$ cat config.mk
export PLATFORM = sky130hd
export DESIGN_NAME = tcpws_ctrl
export DESIGN_NICKNAME = d
export VERILOG_FILES = /design/src/hdl/tcp_window_scale_tagger_top_macros.svh /design/src/hdl/tcpws_pkg.sv /design/src/hdl/tcpws_ctrl.sv
export SDC_FILE = /design/constraint.sdc
export NUM_CORES = 1
export LEC_CHECK = 0
export ABC_AREA = 1
export BUFFER_PORTS_ARGS = -buffer_cell sky130_fd_sc_hd__clkbuf_2
export CORE_AREA = 3 3 40 42
export CTS_CLUSTER_SIZE = 28
export DETAILED_ROUTE_END_ITERATION = 6
export DIE_AREA = 0 0 43 45
export PLACE_DENSITY_LB_ADDON = 0.05
export SYNTH_ARGS = -nofsm -noshare
export SYNTH_HDL_FRONTEND = slang
export SYNTH_SLANG_ARGS = --single-unit
$ cat constraint.sdc
create_clock -name clk -period 1 [get_ports clk]
set_input_delay 0.15 -clock clk [delete_from_list [all_inputs] [get_ports clk]]
set_output_delay 0.15 -clock clk [all_outputs]
set_load 0.005 [all_outputs]
$ cat src/hdl/tcp_window_scale_tagger_top_macros.svh
// Assertion macros used by the tagger datapath (tcpws_dp).
// Depends on clk and rst_n being in scope where the macros are used.
`ifndef TCP_WINDOW_SCALE_TAGGER_TOP_MACROS_SVH
`define TCP_WINDOW_SCALE_TAGGER_TOP_MACROS_SVH

// consequent holds in the same cycle as the antecedent
`define TWST_ASSERT_NOW(lbl, ante, cons, msg) \
    lbl: assert property (@(posedge clk) disable iff (!rst_n) (ante) |-> (cons)) \
        else $error(msg);

// consequent holds in the cycle after the antecedent
`define TWST_ASSERT_NEXT(lbl, ante, cons, msg) \
    lbl: assert property (@(posedge clk) disable iff (!rst_n) (ante) |=> (cons)) \
        else $error(msg);

`endif

$ cat src/hdl/tcpws_pkg.sv
// Package for the TCP window-scale tagger: payload structs, controller
// commands and status, state and register codes. No dependencies.
package tcpws_pkg;

    localparam int          CFG_IDX_W     = 1;
    localparam logic [3:0]  MAX_SHIFT     = 4'd14;
    localparam logic [15:0] PORT_A_RESET  = 16'd5001;
    localparam logic [15:0] PORT_B_RESET  = 16'd80;

    typedef enum logic [CFG_IDX_W-1:0] {
        REG_PORT_A = 1'b0,
        REG_PORT_B = 1'b1
    } cfg_reg_t;

    typedef struct packed {
        logic        is_tcp;
        logic [31:0] src_ip;
        logic [31:0] dst_ip;
        logic [15:0] sport;
        logic [15:0] dport;
        logic        syn_flag;
        logic        ack_flag;
        logic        wscale_present;
        logic [3:0]  wscale_shift;
    } pkt_t;

    typedef struct packed {
        logic       rewrite;
        logic [3:0] reserved_value;
        logic       stored;
        logic       table_full;
    } res_t;

    typedef struct packed {
        logic load;
        logic clear_step;
        logic scan_step;
        logic update;
        logic tbl_read;
        logic tbl_capture;
        logic emit;
    } cmd_t;

    typedef struct packed {
        logic clear_done;
        logic tracked;
        logic syn;
        logic ack;
        logic scan_done;
        logic both_hit;
        logic out_free;
    } sts_t;

    typedef enum logic [2:0] {
        ST_CLEAR,
        ST_IDLE,
        ST_CHECK,
        ST_SCAN,
        ST_UPDATE,
        ST_TRD,
        ST_TCAP,
        ST_EMIT
    } state_t;

endpackage

$ cat src/hdl/tcpws_ctrl.sv
// Controller of the tagger: sequences table clear, list scan, update or
// lookup, and result hand-off. Depends on tcpws_pkg.
module tcpws_ctrl
(
    input  logic            clk,
    input  logic            rst_n,
    input  logic            in_valid,
    output logic            in_ready,
    output tcpws_pkg::cmd_t cmd,
    input  tcpws_pkg::sts_t sts
);
    import tcpws_pkg::*;

    state_t state_reg;
    state_t state_next;

    always_ff @(posedge clk or negedge rst_n)
    begin
        if (!rst_n)
        begin
            state_reg <= ST_CLEAR;
        end
        else
        begin
            state_reg <= state_next;
        end
    end

    always_comb
    begin
        state_next = state_reg;
        cmd        = '0;
        in_ready   = 1'b0;
        unique case (state_reg)
            ST_CLEAR:
            begin
                cmd.clear_step = 1'b1;
                if (sts.clear_done)
                begin
                    state_next = ST_IDLE;
                end
            end
            ST_IDLE:
            begin
                in_ready = 1'b1;
                if (in_valid)
                begin
                    cmd.load   = 1'b1;
                    state_next = ST_CHECK;
                end
            end
            ST_CHECK:
            begin
                if (sts.tracked && (sts.syn || sts.ack))
                begin
                    state_next = ST_SCAN;
                end
                else
                begin
                    state_next = ST_EMIT;
                end
            end
            ST_SCAN:
            begin
                cmd.scan_step = 1'b1;
                if (sts.scan_done)
                begin
                    priority if (sts.syn)
                    begin
                        state_next = ST_UPDATE;
                    end
                    else if (sts.both_hit)
                    begin
                        state_next = ST_TRD;
                    end
                    else
                    begin
                        state_next = ST_EMIT;
                    end
                end
            end
            ST_UPDATE:
            begin
                cmd.update = 1'b1;
                state_next = ST_EMIT;
            end
            ST_TRD:
            begin
                cmd.tbl_read = 1'b1;
                state_next   = ST_TCAP;
            end
            ST_TCAP:
            begin
                cmd.tbl_capture = 1'b1;
                state_next      = ST_EMIT;
            end
            ST_EMIT:
            begin
                // hold the result until the output slot frees up
                if (sts.out_free)
                begin
                    cmd.emit   = 1'b1;
                    state_next = ST_IDLE;
                end
            end
            default:
            begin
                state_next = ST_CLEAR;
            end
        endcase
    end

endmodule

# Word level (Yosys, flattened, before mapping)
# Cells that the tools add are included.
[op_classes]
eq_ne = 11
muxes = 18
reduce_logical = 5
[ops]
columns = ["operator", "count"]
rows = [
  ["3-bit one-hot mux with 7 select lines", 1],
  ["3-bit two-way mux", 6],
  ["3-bit equality test (second input constant)", 4],
  ["1-bit two-way mux", 10],
  ["2-bit inequality test (second input constant)", 4],
  ["3-bit by 2-bit equality test with 1-bit output (second input constant)", 2],
  ["4-bit AND reduction", 1],
  ["3-bit by 1-bit equality test with 1-bit output (second input constant)", 1],
  ["3-bit logical NOT", 1],
  ["2-bit two-way mux", 1],
  ["2-bit OR reduction", 1],
  ["1-bit logical AND", 1],
  ["1-bit logical OR", 1],
]
[totals]
register_bits = 3
in_bits = 10
elab_cells = 35

# Depth between registers and ports, before layout
# Gate-level depths: netlist of the first run.
[logic_depth]
word_depth = 4
ltp_mapped = 8

# Least setup slack after synthesis of the first run
# No wires, ideal clock.
[synth_timing]
kind = "register -> register"
start = "register state_reg[1]"
end = "register state_reg[0]"
setup_time_ns = 0.123
t_arrival_ns = 0.934
required_ns = 0.877
slack_ns = -0.057
path_stages_with_launch = 8
synth_period_minus_slack_ns = 1.057
cell_sequence = "dfrtp_1 buf_6 nor2_2 nand3b_2 nand2_2 nor2_2 nand2_1 nand2_1"
[synth_via]
elab_chain_len = 3
[synth_rtl]
columns = ["item", "line_no", "rtl"]
rows = [
  ["start, declared", "tcpws_ctrl.sv:14", "state_t state_reg;"],
  ["start signal, assigned", "tcpws_ctrl.sv:25", "state_reg <= state_next;"],
  ["3-bit equality test, or another cell as far along", "tcpws_ctrl.sv:34", "unique case (state_reg)"],
  ["2-bit OR reduction (no line) or 2-bit inequality test (tied branches)", "n/a", ""],
  ["3-bit one-hot mux with 7 select lines or 4-bit AND reduction (tied branches)", "n/a", ""],
]
# Several ways; a longest one is shown, not always the timed one.
# A chain may end at the register's enable or synchronous reset.

# Worst setup path after layout of the first run
[layout_timing]
start = "register state_reg[2]"
end = "register state_reg[1]"
# The elaborated chain is that of the path after synthesis.

==> results.json, run 1 <==
{
  "status": "complete, but fails checks",
  "clock-sinks": 3,
  "period_share_pct": 126,
  "die_x_um": 43,
  "syn_area_per_cell_um2": 6.04,
  "gp_routability_congestion": 0.713,
  "clk_pin_slew_ns": 0.04,
  "initial_core_util_pct": 24.4,
  "cp_max_fo": 6,
  "timing.critical_path.from": "state_reg[2]",
  "dpl-instance-area_um2": 455,
  "area_delta_synth_final_pct": 98.4,
  "slowest_stage": "dfrtp_2",
  "first_pass_iters": 2,
  "whs_ns": 0.246,
  "final_nets": 98,
  "antenna_found_initial": 0,
  "hold_viol_final": 0,
  "numCtsBuffers": 3,
  "arrival_ns": 1.38,
  "r2r_start": "state_reg[2]",
  "max_stage_delay_ns": 0.46,
  "drv_slew": 0,
  "layout_setup_ws_ns": -0.264,
  "cp.required_ns": 1.12,
  "synth-seq-area-share_pct": 23.9,
  "vias_per_cell": 4.25,
  "wire_per_inst_um": 9.73,
  "netlist_area_um2": 314,
  "cts_htree_levels": 1,
  "stdcell_area_um2": 623,
  "grt_max_degree": 8,
  "fp.coreArea_um2": 1280,
  "drt_iter0_drc": 2,
  "finalSetupViolations": 11,
  "fillers": 142,
  "synth.net_count": 62,
  "p_clk_share_pct": 10.8,
  "cts_root_buf": "clkbuf_4",
  "ant_nets": 0,
  "crit_chain": "nor2_4, buf_4, buf_6, nand3b_4, nand2_4, nor2_4, nand2_1, nand2_1",
  "fin_worst_skew_ns": 0.00146,
  "die_y_um": 45,
  "clk_latency_ns": 0.24,
  "drive_gt1_share_pct": 58.6,
  "finalPower_mw": 2.02,
  "grt_pass1_vias": 396,
  "synth_cells": 52,
  "io_pins": 18,
  "p_sw_mw": 0.888,
  "synth_seq_cells": 3,
  "synth_cell_types": 15,
  "hold_path.class": "in -> async",
  "grtUsageTotal_pct": 10.6,
  "dpl.hpwl_um": 717,
  "p_per_area_nw_per_um2": 3250,
  "critPathKind": "reg -> reg",
  "worst_pin_slew_ns": 0.206,
  "setup-tns-final_ns": -2.68,
  "intPower_mw": 1.14,
  "final_core_util_pct": 48.5,
  "cts_max_path_buffers": 2,
  "largest_register_ffs": 3,
  "power_frac_seq_pct": 19.1,
  "grt_pass1_wl_um": 1500,
  "max_freq_mhz": 791,
  "p_leak_nw": 0.381,
  "maxCapViolations": 0,
  "sw_frac_of_total_pct": 43.9,
  "yosysWarnings": 0,
  "violations": "setup timing",
  "drc_errors": 0,
  "dieArea_um2": 1940,
  "rsz0062_at_grt": "yes",
  "endpoint_kind": "flop",
  "row_count": 13,
  "pwr-share-comb_pct": 70.1,
  "ir_drop_v": 0.00122,
  "finalWorstPathRequiredPeriod_ns": 1.26,
  "antenna_cells": 0,
  "numPortBuffers": 17,
  "drt-total-wl_um": 992,
  "overflow": 0,
  "cts_tree": "done",
  "max-slew-margin-rel_pct": 86.3,
  "crit_path_start_kind": "flop",
  "vias": 433
}
-- stage by stage --
step | setup WS, ns | instances
finish | -0.264 | 102
floorplan | -0.0162 | 52
CTS | -0.293 | 101
global route | -0.316 | 102
detailed placement | -0.137 | 88
global placement | -0.120 | 88
-- area by class of cell --
cell class / instances / area [um^2] / area share (%)
clock buffers: 4 / 26.3 / 4.22
inverters: 8 / 32.5 / 5.22
multi-input cells: 39 / 234 / 37.6
flip-flops and latches: 3 / 78.8 / 12.7
well taps: 15 / 18.8 / 3.01
repair buffers: 33 / 233 / 37.3
-- metal layers --
layer	GRT usage, %	part of all wire [%]	vias to the layer above
li1	-	-	227
met3	0	4.3	2
met5	0	0	-
met4	9.04	1.9	0
met1	11.4	39	192
met2	19.5	54	12
-- logic make-up after synthesis --
kind of cell / after synthesis / share of synthesized area, %
buf+inv: 10 / 15.5
simple gates: 36 / 55.8
compound gates: 3 / 4.78
flops: 3 / 23.9
-- placed cells by master (no fill, tap or decap), types with 3 or more instances in the layout --
master     n
clkbuf_2  13
clkbuf_4   3
buf_4     10
nor2_4     3
buf_2      3
inv_1      6
buf_6      6
dfrtp_2    3
nand2_1   15
nand2_4    3
nor2_1     7
-- Yosys cell counts, drive strengths merged --
master | instances | area [um^2]
o21ai | 3 | 15.0
nand4 | 1 | 6.26
nand3 | 3 | 20.0
dfrtp | 3 | 75.1
inv | 8 | 30.0
nor3 | 1 | 5.00
nand2 | 20 | 87.6
nor2 | 10 | 45.1
buf | 2 | 18.8
nand3b | 1 | 11.3
-- timing repair --
| action | 4_1_cts | 5_1_grt |
|---|---|---|
| pin swaps | 5 | 2 |
| gates resized for setup | 13 | 7 |
| setup endpoints to repair | 11 | 11 |
| hold buffers | 1 | 0 |
| hold endpoints to repair | 3 | 0 |
| setup buffers | 8 | 1 |
-- path summary, 6_finish.rpt --
kind,endpoint,slack [ns],depth (start not counted)
min in group clk,state_reg[0],0.28,6
min reg2reg,state_reg[1],0.66,2
min,state_reg[2],0.25,2
max in group asynchronous,state_reg[0],0.63,2
max,state_reg[1],-0.26,8
max reg2reg,state_reg[1],-0.26,8
-- power groups by stage --
stage                     registers (mW)  clock network [mW]  logic [mW]
final                              0.386               0.219        1.42
after detailed placement           0.367                   0       0.945
after global placement             0.364                   0       0.959
after floorplan                    0.255                   0       0.726
after CTS                          0.387               0.223        1.34
after global routing               0.395               0.247        1.56
-- worst max-delay path, delay by kind of cell, from the launching register on --
family                 cells  cell delay, ns
buffers and inverters      2            0.22
DFF                        1            0.46
and+or+nand+nor            6            0.46
No activity file was read; power rests on OpenSTA's default activity.
==> inputs of run 2 (changes only) <==
- PLACE_DENSITY_LB_ADDON: 0.05 -> 0.12
- SETUP_SLACK_MARGIN: default -> 0.02
==> run 2 against run 1 <==
Effect of this change: the flow still finishes with violations (setup timing); non-clock buffer count is 2 lower; clock power is 3% lower; utilization is 4.2 points lower; critical path depth is 4 lower; die area stayed put; first-iteration DRC count is 50% lower; fmax is 1.1% lower; cell count is 2.0% lower; wire length is 0.81% higher; clock skew hardly changed; via count is 2.1% lower; power is 9.4% lower; critical path type is now reg -> out; critical endpoint is now cmd[6]; largest power group unchanged.
==> results.json, run 2 (synthesis gave the netlist of run 1 again) <==
{
  "p_per_area_nw_per_um2": 3220,
  "violations": "setup timing",
  "dieArea_um2": 1940,
  "drive_gt1_share_pct": 56.5,
  "io_pins": 18,
  "final_common_cell": "nand2_1",
  "max-slew-margin-rel_pct": 88.0,
  "vias": 424,
  "fp.coreArea_um2": 1280,
  "vias_per_cell": 4.24,
  "dpl-instance-area_um2": 448,
  "numCtsBuffers": 3,
  "cts_root_buf": "clkbuf_4",
  "final_cell_mix": "nand2_1 (15), clkbuf_2 (13), buf_4 (12)",
  "clk_pin_slew_ns": 0.04,
  "final_nets": 96,
  "p_leak_nw": 0.352,
  "crit_chain": "nor2_4, nand2_2, nor2_1, buf_2",
  "cp_max_fo": 6,
  "ir_drop_v": 0.00105,
  "final_core_util_pct": 44.3,
  "cp.required_ns": 0.85,
  "r2r-end": "state_reg[0]",
  "gp_routability_congestion": 0.771,
  "overflow": 0,
  "crit_family": "flip-flops",
  "hold_path.class": "in -> async",
  "first_pass_iters": 4,
  "max_stage_delay_ns": 0.46,
  "numPortBuffers": 17,
  "wire_per_inst_um": 10.0,
  "endpoint_kind": "primary output",
  "clock-sinks": 3,
  "layout_setup_ws_ns": -0.278,
  "grt_pass1_wl_um": 1620,
  "critPathKind": "reg -> out",
  "area_delta_synth_final_pct": 81.3,
  "die_y_um": 45,
  "slowest_stage": "dfrtp_2",
  "finalSetupViolations": 11,
  "cts_tree": "done",
  "path_buf_inv": 1,
  "post-place-ws_ns": -0.141,
  "period_share_pct": 128,
  "r2r_start": "state_reg[2]",
  "worstRegToRegCells": 7,
  "largest_register_ffs": 3,
  "antenna_cells": 0,
  "drc_errors": 0,
  "finalPower_mw": 1.83,
  "finalWorstPathRequiredPeriod_ns": 1.28,
  "arrival_ns": 1.13,
  "hold_viol_final": 0,
  "cts_max_path_buffers": 2,
  "status": "complete, but fails checks",
  "grtUsageTotal_pct": 11.4,
  "die_x_um": 43,
  "antenna_found_initial": 0,
  "drt_iter0_drc": 1,
  "drv_slew": 0,
  "fillers": 137,
  "stdcell_area_um2": 569,
  "grt_pass1_vias": 414,
  "crit_path_start_kind": "flop",
  "max_freq_mhz": 782,
  "row_count": 13,
  "fin_worst_skew_ns": 0.00153,
  "ant_nets": 0,
  "initial_core_util_pct": 24.4,
  "grt_max_degree": 7,
  "clk_latency_ns": 0.23,
  "drt-total-wl_um": 1000,
  "dpl.hpwl_um": 723,
  "maxCapViolations": 0,
  "cts_htree_levels": 1,
  "worst_pin_slew_ns": 0.178,
  "r2r_setup_slack_ns": -0.22,
  "rsz0062_at_grt": "yes"
}
-- run 2: cell types whose count changed in the layout (fill, tap and decap cells not counted), moves of 2 or more --
cell / before / now
buf_4: 10 / 12
nand2_4: 3 / 1
nand2_2: 2 / 4
buf_6: 6 / 2
-- run 2: worst max-delay path by stage --
stage | startpoint | to | slack (ns) | cells past startpoint
after CTS | state_reg[1] | cmd[6] | -0.30 | 4
after detailed placement | state_reg[1] | state_reg[0] | -0.14 | 7
final | state_reg[2] | cmd[6] | -0.28 | 4
after global routing | state_reg[2] | cmd[6] | -0.34 | 4
after floorplan | state_reg[1] | state_reg[0] | -0.02 | 7
after global placement | state_reg[0] | state_reg[0] | -0.14 | 5
-- run 2: per-layer routing --
| layer | share of wire (%) | vias to the layer above | GRT usage [%] |
|---|---|---|---|
| li1 | - | 226 | - |
| met1 | 40 | 182 | 12.4 |
| met2 | 52 | 14 | 20.1 |
| met3 | 5.2 | 2 | 1.59 |
| met4 | 2.1 | 0 | 8.43 |
| met5 | 0 | - | 0 |
-- run 2: power breakdown --
part	leakage, nW	internal (mW)	switching, mW
clock network	0.0150	0.150	0.0639
logic	0.305	0.661	0.579
registers	0.0316	0.205	0.176
-- run 2: stage by stage --
stage | TNS [ns] | instances | hold slack [ns]
floorplan | -0.0447 | 52 | -0.146
global placement | -0.994 | 87 | -0.0479
detailed placement | -0.992 | 87 | -0.0507
CTS | -2.62 | 99 | 0.243
global route | -3.28 | 100 | 0.266
finish | -2.50 | 100 | 0.251
-- run 2: cell type report --
class | instances | area, um^2 | share of cell area (%)
multi-input combinational | 39 | 210 | 36.9
timing repair buffer | 31 | 203 | 35.6
sequential | 3 | 78.8 | 13.8
inverter | 8 | 32.5 | 5.71
clock buffer | 4 | 26.3 | 4.62
tap | 15 | 18.8 | 3.30
-- run 2: timing repair --
item / 4_1_cts / 5_1_grt
hold buffers: 1 / 0
resized for setup: 6 / 5
endpoints found under the setup margin: 11 / 11
hold endpoints to repair: 3 / 0
pin swaps: 3 / 3
setup buffers: 7 / 1
